[config.mk]
export PLATFORM = sky130hd
export DESIGN_NAME = hex_frame_receiver_ring_top_flat
export DESIGN_NICKNAME = d
export VERILOG_FILES = /design/src/hw/rtl/hfr_pkg.sv /design/src/hw/rtl/hfr_ifs.sv /design/src/hw/rtl/hfr_front.sv /design/src/hw/rtl/hfr_rdq.sv /design/src/hw/rtl/hfr_back.sv /design/src/hw/rtl/hex_frame_receiver_ring_top.sv /design/src/flat_wrapper.sv
export SDC_FILE = /design/constraint.sdc
export NUM_CORES = 1
export LEC_CHECK = 0
export ABC_AREA = 1
export BUFFER_PORTS_ARGS = -buffer_cell sky130_fd_sc_hd__buf_2
export CAP_MARGIN = 15
export CORE_ASPECT_RATIO = 1.25
export CORE_UTILIZATION = 60
export DETAILED_ROUTE_END_ITERATION = 8
export HOLD_SLACK_MARGIN = 0.02
export PLACE_DENSITY = 0.76
export SLEW_MARGIN = 15
export SYNTH_ARGS = -nofsm -noshare
export SYNTH_HDL_FRONTEND = slang
export SYNTH_SLANG_ARGS = --single-unit
[constraint.sdc]
create_clock -name clk -period 6.4 [get_ports clk]
set_clock_uncertainty 0.1 [all_clocks]
set_input_delay 0.32 -clock clk [delete_from_list [all_inputs] [get_ports clk]]
set_output_delay 0.32 -clock clk [all_outputs]
set_load 0.03 [all_outputs]
[src/hw/rtl/hfr_pkg.sv]
// Shared constants and the hex character decode for the framed hex receiver.
// Used by every module of the block; no dependencies.
package hfr_pkg;

  // Parameter defaults
  localparam int PAYLOAD_BYTES_DEF = 8;
  localparam int RING_DEPTH_DEF    = 8;

  // Read request queue between front and back
  localparam int QUEUE_DEPTH = 2;

  // Configuration register indexes and reset values
  localparam logic CFG_HEADER = 1'b0;
  localparam logic CFG_FOOTER = 1'b1;
  localparam logic [7:0] HEADER_RST = 8'h02;
  localparam logic [7:0] FOOTER_RST = 8'h03;

  // Input commands
  localparam logic CMD_BYTE = 1'b0;
  localparam logic CMD_READ = 1'b1;

  // ASCII hex decode constants
  localparam logic [7:0] CHAR_UPPER_A = 8'h41;
  localparam logic [7:0] OFS_DIGIT    = 8'h30;
  localparam logic [7:0] OFS_LETTER   = 8'h37;

  // Signed char compare against 'A': values 0x80..0xFF count as below
  function automatic logic [7:0] hex_nibble(input logic [7:0] c);
    logic below;
    below = (c < CHAR_UPPER_A) || c[7];
    return below ? (c - OFS_DIGIT) : (c - OFS_LETTER);
  endfunction

endpackage

[src/hw/rtl/hfr_ifs.sv]
// Valid/ready channel interfaces for the framed hex receiver.
// Input channel carries command and rx_byte; result channel carries one payload byte.
interface hfr_in_if;
  logic       valid;
  logic       ready;
  logic       command;
  logic [7:0] rx_byte;

  modport source (output valid, output command, output rx_byte, input ready);
  modport sink   (input valid, input command, input rx_byte, output ready);
endinterface

interface hfr_out_if;
  logic       valid;
  logic       ready;
  logic [7:0] data_byte;
  logic       last;
  logic       empty_res;

  modport source (output valid, output data_byte, output last, output empty_res, input ready);
  modport sink   (input valid, input data_byte, input last, input empty_res, output ready);
endinterface

[src/hw/rtl/hfr_front.sv]
// Front end: accepts transfers, runs the frame parser, decodes hex pairs into the
// ring slot being filled, owns the ring pointers and queues read requests.
// Depends on hfr_pkg and hfr_ifs.
module hfr_front #(
  parameter int PAYLOAD_BYTES = hfr_pkg::PAYLOAD_BYTES_DEF,
  parameter int RING_DEPTH    = hfr_pkg::RING_DEPTH_DEF
) (
  input  logic clk,
  input  logic rst_n,
  hfr_in_if.sink in_ch,
  input  logic       cfg_we,
  input  logic       cfg_idx,
  input  logic [7:0] cfg_wdata,
  // read request queue
  input  logic q_full,
  input  logic [hfr_pkg::QUEUE_DEPTH:0] busy_vld,
  input  logic [$clog2(RING_DEPTH+1)-1:0] busy_slot [hfr_pkg::QUEUE_DEPTH+1],
  output logic q_push,
  output logic q_empty_flag,
  output logic [$clog2(RING_DEPTH+1)-1:0] q_slot,
  // ring memory write port
  output logic mem_we,
  output logic [$clog2(RING_DEPTH+1)+((PAYLOAD_BYTES>1)?$clog2(PAYLOAD_BYTES):1)-1:0] mem_addr,
  output logic [7:0] mem_wdata
);

  localparam int S   = RING_DEPTH + 1;            // one spare slot for the frame in progress
  localparam int SW  = $clog2(S);
  localparam int CW  = $clog2(RING_DEPTH + 1);
  localparam int BW  = (PAYLOAD_BYTES > 1) ? $clog2(PAYLOAD_BYTES) : 1;
  localparam int PW  = $clog2(2 * PAYLOAD_BYTES + 1);
  localparam int NB  = hfr_pkg::QUEUE_DEPTH + 1;
  localparam logic [PW-1:0] CHARS     = PW'(2 * PAYLOAD_BYTES);
  localparam logic [SW-1:0] SLOT_LAST = SW'(S - 1);
  localparam logic [CW-1:0] CNT_FULL  = CW'(RING_DEPTH);

  logic [7:0]    hdr_r, ftr_r;
  logic          open_r, open_nxt;
  logic [PW-1:0] pos_r, pos_nxt;
  logic [3:0]    hi_r, hi_nxt;
  logic [SW-1:0] head_r, head_nxt, tail_r, tail_nxt;
  logic [CW-1:0] cnt_r, cnt_nxt;
  logic          hazard, acc, is_hdr, is_ftr;
  logic [7:0]    nib;

  function automatic logic [SW-1:0] slot_inc(input logic [SW-1:0] s);
    return (s == SLOT_LAST) ? '0 : s + 1'b1;
  endfunction

  // Hold off while the slot being filled is still being read out
  always_comb begin
    hazard = 1'b0;
    for (int k = 0; k < NB; k++) begin
      if (busy_vld[k] && (busy_slot[k] == tail_r)) hazard = 1'b1;
    end
  end

  assign in_ch.ready = !q_full && !hazard;
  assign acc    = in_ch.valid && in_ch.ready;
  assign is_hdr = (in_ch.rx_byte == hdr_r);
  assign is_ftr = (in_ch.rx_byte == ftr_r);

  // Read requests: pop the ring now, the back end streams the slot later
  assign q_push       = acc && (in_ch.command == hfr_pkg::CMD_READ);
  assign q_empty_flag = (cnt_r == '0);
  assign q_slot       = head_r;

  // Decoded byte goes straight into the spare slot
  assign nib       = hfr_pkg::hex_nibble(in_ch.rx_byte);
  assign mem_addr  = {tail_r, BW'(pos_r >> 1)};
  assign mem_wdata = {hi_r, 4'h0} + nib;

  // Frame parser and ring pointer update
  always_comb begin
    open_nxt = open_r;
    pos_nxt  = pos_r;
    hi_nxt   = hi_r;
    head_nxt = head_r;
    tail_nxt = tail_r;
    cnt_nxt  = cnt_r;
    mem_we   = 1'b0;
    if (acc && (in_ch.command == hfr_pkg::CMD_BYTE)) begin
      if (is_hdr) begin
        open_nxt = 1'b1;
        pos_nxt  = '0;
      end else if (is_ftr) begin
        if (open_r && (pos_r == CHARS)) begin
          tail_nxt = slot_inc(tail_r);
          if (cnt_r == CNT_FULL) begin
            head_nxt = slot_inc(head_r);   // overwrite the oldest packet
          end else begin
            cnt_nxt = cnt_r + 1'b1;
          end
        end
        open_nxt = 1'b0;
        pos_nxt  = '0;
      end else if (open_r) begin
        if (pos_r == CHARS) begin
          open_nxt = 1'b0;                 // too many characters
          pos_nxt  = '0;
        end else begin
          if (pos_r[0]) begin
            mem_we = 1'b1;
          end else begin
            hi_nxt = nib[3:0];
          end
          pos_nxt = pos_r + 1'b1;
        end
      end
    end else if (q_push && (cnt_r != '0)) begin
      cnt_nxt  = cnt_r - 1'b1;
      head_nxt = slot_inc(head_r);
    end
  end

  // Configuration registers
  always_ff @(posedge clk) begin
    if (!rst_n) begin
      hdr_r <= hfr_pkg::HEADER_RST;
      ftr_r <= hfr_pkg::FOOTER_RST;
    end else if (cfg_we) begin
      case (cfg_idx)
        hfr_pkg::CFG_HEADER: hdr_r <= cfg_wdata;
        hfr_pkg::CFG_FOOTER: ftr_r <= cfg_wdata;
        default: ;
      endcase
    end
  end

  // Parser state and ring pointers
  always_ff @(posedge clk) begin
    if (!rst_n) begin
      open_r <= 1'b0;
      pos_r  <= '0;
      head_r <= '0;
      tail_r <= '0;
      cnt_r  <= '0;
    end else begin
      open_r <= open_nxt;
      pos_r  <= pos_nxt;
      head_r <= head_nxt;
      tail_r <= tail_nxt;
      cnt_r  <= cnt_nxt;
    end
  end

  // High nibble of the current pair
  always_ff @(posedge clk) begin
    hi_r <= hi_nxt;
  end

endmodule

[src/hw/rtl/hfr_rdq.sv]
// Short read request queue between front and back end.
// Exposes its entries so the front can see which ring slots are still pending.
// Depends on hfr_pkg.
module hfr_rdq #(
  parameter int RING_DEPTH = hfr_pkg::RING_DEPTH_DEF
) (
  input  logic clk,
  input  logic rst_n,
  input  logic push,
  input  logic push_empty,
  input  logic [$clog2(RING_DEPTH+1)-1:0] push_slot,
  input  logic pop,
  output logic full,
  output logic head_vld,
  output logic head_empty,
  output logic [$clog2(RING_DEPTH+1)-1:0] head_slot,
  output logic [hfr_pkg::QUEUE_DEPTH-1:0] ent_busy,
  output logic [$clog2(RING_DEPTH+1)-1:0] ent_slot [hfr_pkg::QUEUE_DEPTH]
);

  localparam int QD  = hfr_pkg::QUEUE_DEPTH;
  localparam int QPW = (QD > 1) ? $clog2(QD) : 1;
  localparam int SW  = $clog2(RING_DEPTH + 1);
  localparam logic [QPW-1:0] PTR_LAST = QPW'(QD - 1);

  logic [QD-1:0]  vld_r;
  logic [QD-1:0]  empty_r;
  logic [SW-1:0]  slot_r [QD];
  logic [QPW-1:0] wr_ptr_r, rd_ptr_r;

  assign full       = &vld_r;
  assign head_vld   = vld_r[rd_ptr_r];
  assign head_empty = empty_r[rd_ptr_r];
  assign head_slot  = slot_r[rd_ptr_r];
  assign ent_busy   = vld_r & ~empty_r;
  assign ent_slot   = slot_r;

  // Pointers and valid bits
  always_ff @(posedge clk) begin
    if (!rst_n) begin
      vld_r    <= '0;
      wr_ptr_r <= '0;
      rd_ptr_r <= '0;
    end else begin
      if (pop) begin
        vld_r[rd_ptr_r] <= 1'b0;
        rd_ptr_r <= (rd_ptr_r == PTR_LAST) ? '0 : rd_ptr_r + 1'b1;
      end
      if (push) begin
        vld_r[wr_ptr_r] <= 1'b1;
        wr_ptr_r <= (wr_ptr_r == PTR_LAST) ? '0 : wr_ptr_r + 1'b1;
      end
    end
  end

  // Entry payload
  always_ff @(posedge clk) begin
    if (push) begin
      empty_r[wr_ptr_r] <= push_empty;
      slot_r[wr_ptr_r]  <= push_slot;
    end
  end

endmodule

[src/hw/rtl/hfr_back.sv]
// Back end: holds the packet ring memory, streams a popped slot as payload bytes
// through a registered read and an output register. Depends on hfr_pkg, hfr_ifs.
module hfr_back #(
  parameter int PAYLOAD_BYTES = hfr_pkg::PAYLOAD_BYTES_DEF,
  parameter int RING_DEPTH    = hfr_pkg::RING_DEPTH_DEF
) (
  input  logic clk,
  input  logic rst_n,
  hfr_out_if.source out_ch,
  // read request queue head
  input  logic q_vld,
  input  logic q_empty,
  input  logic [$clog2(RING_DEPTH+1)-1:0] q_slot,
  output logic q_pop,
  // ring memory write port from the front
  input  logic mem_we,
  input  logic [$clog2(RING_DEPTH+1)+((PAYLOAD_BYTES>1)?$clog2(PAYLOAD_BYTES):1)-1:0] mem_addr,
  input  logic [7:0] mem_wdata,
  // slot currently being streamed
  output logic act_vld,
  output logic [$clog2(RING_DEPTH+1)-1:0] act_slot
);

  localparam int S  = RING_DEPTH + 1;
  localparam int SW = $clog2(S);
  localparam int BW = (PAYLOAD_BYTES > 1) ? $clog2(PAYLOAD_BYTES) : 1;
  localparam int AW = SW + BW;
  localparam int MEM_DEPTH = S << BW;
  localparam logic [BW-1:0] LAST_IDX = BW'(PAYLOAD_BYTES - 1);
  localparam logic ONE_BYTE = (PAYLOAD_BYTES == 1);

  typedef enum logic {BK_IDLE, BK_STREAM} bk_state_t;

  bk_state_t     state_r;
  logic [SW-1:0] slot_r;
  logic [BW-1:0] idx_r;
  logic          pend_r, pend_last_r, pend_empty_r;
  logic [7:0]    rd_q_r;
  logic          out_vld_r, out_last_r, out_empty_r;
  logic [7:0]    out_data_r;
  logic [7:0]    mem_r [MEM_DEPTH];

  logic          out_free, load, can_issue, issue_stream, issue_new, rd_en;
  logic [AW-1:0] rd_addr;

  assign out_free     = !out_vld_r || out_ch.ready;
  assign load         = pend_r && out_free;
  assign can_issue    = !pend_r || load;
  assign issue_stream = can_issue && (state_r == BK_STREAM);
  assign issue_new    = can_issue && (state_r == BK_IDLE) && q_vld;
  assign q_pop        = issue_new;
  assign rd_en        = issue_stream || (issue_new && !q_empty);
  assign rd_addr      = issue_stream ? {slot_r, idx_r} : {q_slot, BW'(0)};

  assign act_vld  = (state_r == BK_STREAM);
  assign act_slot = slot_r;

  assign out_ch.valid     = out_vld_r;
  assign out_ch.data_byte = out_data_r;
  assign out_ch.last      = out_last_r;
  assign out_ch.empty_res = out_empty_r;

  // Ring memory: one write port, one registered read port
  always_ff @(posedge clk) begin
    if (mem_we) mem_r[mem_addr] <= mem_wdata;
    if (rd_en) rd_q_r <= mem_r[rd_addr];
  end

  // Sequencer, pending read flags and output register
  always_ff @(posedge clk) begin
    if (!rst_n) begin
      state_r   <= BK_IDLE;
      pend_r    <= 1'b0;
      out_vld_r <= 1'b0;
    end else begin
      if (load) begin
        out_vld_r <= 1'b1;
      end else if (out_ch.ready) begin
        out_vld_r <= 1'b0;
      end

      if (issue_stream) begin
        pend_r       <= 1'b1;
        pend_last_r  <= (idx_r == LAST_IDX);
        pend_empty_r <= 1'b0;
        idx_r        <= idx_r + 1'b1;
        if (idx_r == LAST_IDX) state_r <= BK_IDLE;
      end else if (issue_new) begin
        pend_r <= 1'b1;
        if (q_empty) begin
          pend_last_r  <= 1'b1;
          pend_empty_r <= 1'b1;
        end else begin
          pend_last_r  <= ONE_BYTE;
          pend_empty_r <= 1'b0;
          slot_r       <= q_slot;
          idx_r        <= BW'(1);
          state_r      <= ONE_BYTE ? BK_IDLE : BK_STREAM;
        end
      end else if (load) begin
        pend_r <= 1'b0;
      end
    end
  end

  // Output payload
  always_ff @(posedge clk) begin
    if (load) begin
      out_data_r  <= pend_empty_r ? 8'h00 : rd_q_r;
      out_last_r  <= pend_last_r;
      out_empty_r <= pend_empty_r;
    end
  end

endmodule

[src/hw/rtl/hex_frame_receiver_ring_top.sv]
// Top level of the framed ASCII-hex packet receiver with packet ring.
// Depends on hfr_pkg, hfr_ifs, hfr_front, hfr_rdq and hfr_back.
//
//  port     | dir | payload                        | transfer when
//  ---------+-----+--------------------------------+---------------------------
//  in_ch    | in  | command, rx_byte               | in_ch.valid && in_ch.ready
//  out_ch   | out | data_byte, last, empty_res     | out_ch.valid && out_ch.ready
//  cfg_*    | in  | cfg_idx, cfg_wdata             | cfg_we
//
// Decoded hex pairs go straight into the ring memory.
// A read yields PAYLOAD_BYTES results (one for an empty ring) at one per cycle while out_ch.ready
// holds; the first passes through the queue entry, the registered ring read and the output register.
// Up to QUEUE_DEPTH reads wait between the front and the streaming back end.
// in_ch stalls while that queue is full or the slot being filled is still read out.
// Reset is synchronous; memories need no clearing pass.
module hex_frame_receiver_ring_top #(
  parameter int PAYLOAD_BYTES = hfr_pkg::PAYLOAD_BYTES_DEF,
  parameter int RING_DEPTH    = hfr_pkg::RING_DEPTH_DEF
) (
  input  logic clk,
  input  logic rst_n,
  hfr_in_if.sink    in_ch,
  hfr_out_if.source out_ch,
  input  logic       cfg_we,
  input  logic       cfg_idx,
  input  logic [7:0] cfg_wdata
);

  localparam int SW = $clog2(RING_DEPTH + 1);
  localparam int BW = (PAYLOAD_BYTES > 1) ? $clog2(PAYLOAD_BYTES) : 1;
  localparam int AW = SW + BW;
  localparam int QD = hfr_pkg::QUEUE_DEPTH;

  logic          q_push, q_push_empty, q_full, q_vld, q_head_empty, q_pop;
  logic [SW-1:0] q_push_slot, q_head_slot;
  logic [QD-1:0] q_busy;
  logic [SW-1:0] q_ent_slot [QD];
  logic          act_vld;
  logic [SW-1:0] act_slot;
  logic [QD:0]   busy_vld;
  logic [SW-1:0] busy_slot [QD+1];
  logic          mem_we;
  logic [AW-1:0] mem_addr;
  logic [7:0]    mem_wdata;

  // Slots still owed to the result side: the streaming one and queued ones
  always_comb begin
    busy_vld[0]  = act_vld;
    busy_slot[0] = act_slot;
    for (int k = 0; k < QD; k++) begin
      busy_vld[k+1]  = q_busy[k];
      busy_slot[k+1] = q_ent_slot[k];
    end
  end

  hfr_front #(
    .PAYLOAD_BYTES (PAYLOAD_BYTES),
    .RING_DEPTH    (RING_DEPTH)
  ) u_front (
    .clk          (clk),
    .rst_n        (rst_n),
    .in_ch        (in_ch),
    .cfg_we       (cfg_we),
    .cfg_idx      (cfg_idx),
    .cfg_wdata    (cfg_wdata),
    .q_full       (q_full),
    .busy_vld     (busy_vld),
    .busy_slot    (busy_slot),
    .q_push       (q_push),
    .q_empty_flag (q_push_empty),
    .q_slot       (q_push_slot),
    .mem_we       (mem_we),
    .mem_addr     (mem_addr),
    .mem_wdata    (mem_wdata)
  );

  hfr_rdq #(
    .RING_DEPTH (RING_DEPTH)
  ) u_rdq (
    .clk        (clk),
    .rst_n      (rst_n),
    .push       (q_push),
    .push_empty (q_push_empty),
    .push_slot  (q_push_slot),
    .pop        (q_pop),
    .full       (q_full),
    .head_vld   (q_vld),
    .head_empty (q_head_empty),
    .head_slot  (q_head_slot),
    .ent_busy   (q_busy),
    .ent_slot   (q_ent_slot)
  );

  hfr_back #(
    .PAYLOAD_BYTES (PAYLOAD_BYTES),
    .RING_DEPTH    (RING_DEPTH)
  ) u_back (
    .clk       (clk),
    .rst_n     (rst_n),
    .out_ch    (out_ch),
    .q_vld     (q_vld),
    .q_empty   (q_head_empty),
    .q_slot    (q_head_slot),
    .q_pop     (q_pop),
    .mem_we    (mem_we),
    .mem_addr  (mem_addr),
    .mem_wdata (mem_wdata),
    .act_vld   (act_vld),
    .act_slot  (act_slot)
  );

  // Never push a read request into a full queue
  a_no_q_overflow: assert property (@(posedge clk) disable iff (!rst_n)
    q_push |-> !q_full)
    else $error("read request pushed into full queue");

  // A ring write must not hit the slot being streamed out
  a_no_write_on_stream: assert property (@(posedge clk) disable iff (!rst_n)
    (mem_we && act_vld) |-> (mem_addr[AW-1:BW] != act_slot))
    else $error("ring write into slot under readout");

  // An empty-ring result is always the single, final result of its read
  a_empty_is_last: assert property (@(posedge clk) disable iff (!rst_n)
    (out_ch.valid && out_ch.empty_res) |-> out_ch.last)
    else $error("empty result without last");

  // Pop from the queue only when it holds a request
  a_pop_valid: assert property (@(posedge clk) disable iff (!rst_n)
    q_pop |-> q_vld)
    else $error("queue popped while empty");

endmodule

[src/flat_wrapper.sv]
// flat-port wrapper written by rule: the top's interface ports become plain ports
module hex_frame_receiver_ring_top_flat 
#(
  parameter int PAYLOAD_BYTES = hfr_pkg::PAYLOAD_BYTES_DEF,
  parameter int RING_DEPTH    = hfr_pkg::RING_DEPTH_DEF
)
  (clk, rst_n, cfg_we, cfg_idx, cfg_wdata, in_ch_valid, in_ch_command, in_ch_rx_byte, in_ch_ready, out_ch_valid, out_ch_data_byte, out_ch_last, out_ch_empty_res, out_ch_ready);
  hfr_in_if in_ch_i ();
  hfr_out_if out_ch_i ();
  input  logic clk;
  input  logic rst_n;
  input  logic cfg_we;
  input  logic cfg_idx;
  input  logic [7:0] cfg_wdata;
  input wire logic [$bits(in_ch_i.valid)-1:0] in_ch_valid;
  input wire logic [$bits(in_ch_i.command)-1:0] in_ch_command;
  input wire logic [$bits(in_ch_i.rx_byte)-1:0] in_ch_rx_byte;
  output wire logic [$bits(in_ch_i.ready)-1:0] in_ch_ready;
  output wire logic [$bits(out_ch_i.valid)-1:0] out_ch_valid;
  output wire logic [$bits(out_ch_i.data_byte)-1:0] out_ch_data_byte;
  output wire logic [$bits(out_ch_i.last)-1:0] out_ch_last;
  output wire logic [$bits(out_ch_i.empty_res)-1:0] out_ch_empty_res;
  input wire logic [$bits(out_ch_i.ready)-1:0] out_ch_ready;
  assign in_ch_i.valid = in_ch_valid;
  assign in_ch_i.command = in_ch_command;
  assign in_ch_i.rx_byte = in_ch_rx_byte;
  assign in_ch_ready = in_ch_i.ready;
  assign out_ch_valid = out_ch_i.valid;
  assign out_ch_data_byte = out_ch_i.data_byte;
  assign out_ch_last = out_ch_i.last;
  assign out_ch_empty_res = out_ch_i.empty_res;
  assign out_ch_i.ready = out_ch_ready;
  hex_frame_receiver_ring_top #(.PAYLOAD_BYTES(PAYLOAD_BYTES), .RING_DEPTH(RING_DEPTH)) u_core (.clk(clk), .rst_n(rst_n), .in_ch(in_ch_i), .out_ch(out_ch_i), .cfg_we(cfg_we), .cfg_idx(cfg_idx), .cfg_wdata(cfg_wdata));
endmodule
== Word-level counts from Yosys, hierarchy flattened ==
Memory sizes are Yosys's and may differ from the RTL's. A register that Yosys moved wholly into a read port is not among the register bits.
Cells that the tools add are included.
Storage, ports and cells
  memory bits (writable): 576
  memories: 1
  logic and storage cells: 192
  register bits: 74
  output and inout bits: 12
  bits in read-only memories: 0
  bits in latches: 0
  input bits: 23
Operators by class
  bitwise gates (word level): 16
  div/mod/pow operators: 0
  add/subtract/negate cells: 11
  reductions and logical operators: 45
  multiplexer cells: 70
  $mul: 0
  order comparisons: 8
  equality and inequality tests: 17
  shifts and indexed selects: 0
Memory list
  u_core.u_back.mem_r: depth 72, width 8, rd ports 1, clocked after memory_dff 1, wr ports 1, RTL line hfr_back.sv:41  | logic [7:0] mem_r [MEM_DEPTH];
Operator list (number)
  2-to-1 mux 4 bit: 18
  2-to-1 mux 1 bit: 35
  2-to-1 mux 5 bit: 4
  logical AND 1 bit: 17
  == test 8 bit: 2
  subtractor 8 x 6 -> 8 bit, second input constant: 2
  adder 4 x 1 -> 4 bit, second input constant: 3
  == test 4 bit: 3
  == test 4 bit, second input constant: 3
  AND reduction 2 bit: 5
  AND reduction 5 bit: 2
  2-to-1 mux 3 bit: 3
  inverter 1 bit: 9
  adder 8 bit: 1
  bitwise mux 8 bit: 1
  less-than comparator 8 x 7 -> 1 bit, second input constant: 1
  2-to-1 mux 8 bit: 1
  != test 2 x 1 -> 1 bit, second input constant: 4
  AND reduction 4 bit: 2
  2-to-1 mux 7 bit: 1
  2-to-1 mux 2 bit: 3
  != test 2 bit, second input constant: 3
  AND reduction 3 bit: 2
  AND reduction 6 bit: 1
  other kinds (23): 41

== Longest topological paths before layout ==
  word-level depth: 12
  depth in mapped cells: 20
  depth with buffers taken out: 19

== Modules after synthesis ==
Synthesis repeated with hierarchy kept, for this count alone.
Second synthesis, totals
  cell total of the unflattened synthesis: 2812
  area total of the unflattened synthesis: 29608.4 µm²
By module, submodules not included
  hfr_back: cells each 2384, seq. area each 18167.4 µm², instances 1, area each 26410.3 µm²
  hfr_front: cells each 373, seq. area each 800.8 µm², instances 1, area each 2638.8 µm²
  hfr_rdq: cells each 55, seq. area each 380.4 µm², instances 1, area each 559.3 µm²

== Worst setup path before layout ==
No wires, ideal clock.
  path type: input-to-reg
  start point: input in_ch_rx_byte[0]
  end point: memory u_core.u_back.mem_r[0][6] (data pin)
  data required time: 5.724 ns
  arrival: 3.857 ns
  path buffers: 0
  setup slack: 1.867 ns
  stages on the path: 13
  cells stage by stage: inv_1 ha_1 nand2_1 o21ai_0 nand2_1 nand3_1 a21oi_1 nand2_1 xor2_1 inv_1 ha_1 fa_1 xor2_1
On the way
  longest elaborated chain between the ends: 4
  elaborated cells on any way between the ends: 6
  those cells by class: add/sub (3); order compare (1); mux (1); reduce/logical (1)
Ends and longest elaborated chain
  start: declaration: RTL line flat_wrapper.sv:17  | input wire logic [$bits(in_ch_i.rx_byte)-1:0] in_ch_rx_byte;
  less-than comparator 8 x 7 -> 1 bit: RTL line hfr_pkg.sv:30  | below = (c < CHAR_UPPER_A) || c[7];
  logical OR 1 bit: RTL line hfr_pkg.sv:30
  2-to-1 mux 8 bit (*): RTL line hfr_pkg.sv:31  | return below ? (c - OFS_DIGIT) : (c - OFS_LETTER);
  adder 8 bit (*): RTL line hfr_front.sv:71  | assign mem_wdata = {hi_r, 4'h0} + nib;
  named net u_core.mem_wdata[6]: RTL line hex_frame_receiver_ring_top.sv:44  | logic [7:0] mem_wdata;
  end: declaration: RTL line hfr_back.sv:41
The timed path passes the listed nets; every way through them passes the cells marked *.

== Final worst setup path ==
  start point: input out_ch_ready
  end point: register u_core.u_back.rd_q_r[2] (read register of u_core.u_back.mem_r) (data pin)
On the way
  longest elaborated chain between the ends: 7
  elaborated cells on any way between the ends: 9
  those cells by class: mux (1); reduce/logical (8)
Ends and longest elaborated chain
  start: declaration: RTL line flat_wrapper.sv:23  | input wire logic [$bits(out_ch_i.ready)-1:0] out_ch_ready;
  logical OR 1 bit (*): RTL line hfr_back.sv:46  | assign out_free = !out_vld_r || out_ch.ready;
  logical AND 1 bit (*): RTL line hfr_back.sv:47  | assign load = pend_r && out_free;
  logical OR 1 bit (*): RTL line hfr_back.sv:48  | assign can_issue = !pend_r || load;
  logical AND 1 bit (2 in series): RTL line hfr_back.sv:50  | assign issue_new = can_issue && (state_r == BK_IDLE) && q_vld;
  logical AND 1 bit: RTL line hfr_back.sv:52  | assign rd_en = issue_stream || (issue_new && !q_empty);
  logical OR 1 bit: RTL line hfr_back.sv:52
  end: declaration: RTL line hfr_back.sv:38  | logic [7:0] rd_q_r;
Mark *: on every way between the ends. The rest lies on a longest branch, timed or not.
A chain may end at the register's enable or synchronous reset.

==> out/qor.yml <==
status:
  status: "finished, final reports clean"
synth:
  synth_area_per_cell_um2: 10.60
  async_flop_share_pct: 0
  synthCells: 2782
  yosys_register_bits: 658
  yosys.area.top_type_share_pct: 62.85
  yosysUniqueCellTypes: 43
  yosys-top-cells-area: "edfxtp_1, nand3_1, inv_1, nor2_1, nand2_1"
  yosysSeqAreaShare_pct: 65.63
  synth_fp_nets: 2827
  ys.flop_type: "edfxtp_1"
  synth_edf_count: 617
  synth.cell_area_um2: 29480
  yosysTopAreaCell: "edfxtp_1"
  yosysWarnings: 0
die:
  fp-row-count: 90
  die_area_um2: 50030
  initial_core_util_pct: 60.88
  die_y_um: 249.8
  design.core.area_um2: 48420
  die_w_um: 200.3
  io_pins: 35
timing:
  timing.hold.ws_ns: 0.05174
  relSlewSlack_pct: 21.71
  min_period_over_period_pct: 64.53
  fmax_mhz: 242.1
  hold_violations: 0
  worst_pin_slew_ns: 1.172
  drv_slew: 0
  setup_viol: 0
  rsz0062_at_grt: "no"
  setup_tns_ns: 0
  fin_crit_ns: 4.130
setup_path:
  critPathCaptureType: "register"
  worstSetupPathType: "input pin to register"
  arrival_ns: 4.51
  critPathRequiredTime_ns: 6.78
  r2r_cells: 13
  critPathLaunchType: "input pin"
  path_max_fanout: 60
placement:
  routabilityCongestion: 0.9054
  hpwlAfterDp_um: 43310
  port_buffers: 34
clock_tree:
  cts_sinks: 658
  cts.clk_slew.worst_paths_ns: 0.07
  cts_tree: "built"
  cts_buffers: 57
  clk_latency_ns: 0.61
  cts_setup_buffers: 0
  ctsRootBufferMaster: "clkbuf_16"
  clock_path_buffers: 3
  cts_max_level: 2
final_layout:
  drive_gt1_share_pct: 8.447
  n_antenna_cell: 0
  synthToLayoutAreaGrowth_pct: 8.896
  nets: 2791
worst_hold_path:
  min_path_cells: 4
  hold_class: "input pin to register"
global_routing:
  grt_usage_pct: 29.76
  grt_pass1_vias: 20020
  antenna_found_initial: 1
  overflow: 0
  grt_max_degree: 241
  grt_pass1_wl_um: 114900
detailed_routing:
  wl_um: 74480
  vias_per_cell: 6.062
  drc_errors: 0
  antenna_left: 0
  wire_per_inst_um: 21.66
  drt_pre_antenna_iters: 5
  vias: 20840
  initialDrtViolationCount: 2874
power_and_ir_drop:
  leakage_nw: 12.57
  peakVddDrop_mv: 0.2748
  power_per_cell_area_nw_per_um2: 276.8
job:
  max-cap-violations: 0
[sequential cells by signal, indices dropped and copies added, names as in the netlist, 2 cells and up]
| name | flops |
|---|---|
| u_core.u_back.mem_r | 576 |
| u_core.u_front.q_slot | 4 |
| u_core.u_front.ftr_r | 8 |
| u_core.u_back.idx_r | 3 |
| u_core.u_back.act_slot | 4 |
| u_core.u_back.rd_q_r | 8 |
| u_core.u_rdq.empty_r | 2 |
| u_core.u_front.hdr_r | 8 |
| u_core.u_back.out_ch.data_byte | 8 |
| u_core.u_rdq.ent_slot | 8 |
| u_core.u_front.pos_r | 5 |
| u_core.u_front.tail_r | 4 |
| u_core.u_rdq.vld_r | 2 |
| u_core.u_front.cnt_r | 4 |
| u_core.u_front.hi_r | 4 |
[synth_stat cells (5+ instances only)]
master and count:
xor2_1 21, o21ai_0 113, xnor2_1 12, ha_1 20, nor2_1 316, buf_2 75
o21ai_1 5, edfxtp_1 617, nand3b_1 5, clkbuf_1 80, nand4_1 175, dfxtp_1 41
a21oi_1 29, o221ai_1 23, buf_1 5, buf_4 7, inv_1 397, nand2_1 297
nand3_1 453, or2_2 47, nand2_4 6
[area by class of cell]
class / instances / area (µm²)
flip-flops and latches: 658 / 19350
clock buffers: 70 / 1495
inverters: 404 / 1525
clock inverters: 37 / 420.4
fillers: 3619 / 16320
well taps: 644 / 805.8
repair buffers: 73 / 520.5
multi-input cells: 1552 / 7984
[repair_timing]
| item | CTS | global route |
|---|---|---|
| setup endpoints to repair | 0 | 0 |
| resized for setup | 0 | 0 |
| endpoints found under the hold margin | 17 | 0 |
| hold buffers | 13 | 0 |
[placed cells by master, fill, tap and decap left out, drive strengths merged, types with 29 or more instances in the layout]
cell type	instances
nand4	178
nand3	456
clkbuf	70
dfxtp	41
buf	60
o21ai	121
a21oi	29
inv	406
or2	47
edfxtp	617
nor2	322
nand2	305
[report_power, final]
| part | internal (mW) | switching, mW | total (mW) |
|---|---|---|---|
| combinational | 0.101 | 0.374 | 0.475 |
| sequential | 4.83 | 0.0149 | 4.85 |
| clock | 2.00 | 1.57 | 3.56 |
| total | 6.93 | 1.95 | 8.88 |
[layer usage]
layer / wire, µm / share of wire (%) / GRT usage, % / vias up
met2: 35920 / 48 / 48.27 / 1198
met4: 3406 / 4.6 / 14.13 / 2
met1: 27510 / 37 / 39.31 / 9928
met5: 13 / 0.017 / 0 / -
met3: 7638 / 10 / 5.014 / 223
li1: - / - / - / 9489
[worst paths after layout]
kind	slack (ns)	startpoint	end
min reg2reg	0.33	u_core.u_back.pend_last_r	u_core.u_back.out_ch.last
max reg2reg	2.29	u_core.u_back.out_ch.valid	u_core.u_back.rd_q_r[2]
max	2.27	out_ch_ready	u_core.u_back.rd_q_r[2]
min	0.05	in_ch_command	u_core.u_rdq.wr_ptr_r
[worst max-delay path, stage by stage]
cell and delay, ns:
dlygate4sd3_1 0.53, buf_2 0.10, inv_1 0.08, nand3_4 0.27
buf_4 0.64, nand3_4 0.42, clkinv_2 0.44, buf_4 0.62
nand3_1 0.15, nand3_1 0.10, nand3_1 0.10, nand3_1 0.12
nand3_1 0.20, nand2_1 0.16, nand2_1 0.10, nand2_1 0.07
[stage by stage]
step,utilization (%),std cells,power [mW],setup slack (ns),area (µm²)
finish,66.30,3438,8.885,2.270,32100
global route,66.30,3438,9.086,2.087,32100
CTS,66.30,3438,8.892,2.378,32100
detailed placement,62.07,3318,5.403,2.277,30060
global placement,62.07,3318,5.385,2.361,30060
floorplan,-,2782,5.197,1.867,29480
[kinds of logic after synthesis]
kind of cell	share of synthesized area, %
AO/OA/AOI/OAI	3.467
adder cells (fa/ha/maj)	0.9846
multiplexers	0.03395
AND/OR/NAND/NOR	21.16
XOR/XNOR	0.9804
flip-flops	65.63
buffers and inverters	7.741
No activity file was read; power rests on OpenSTA's default activity.
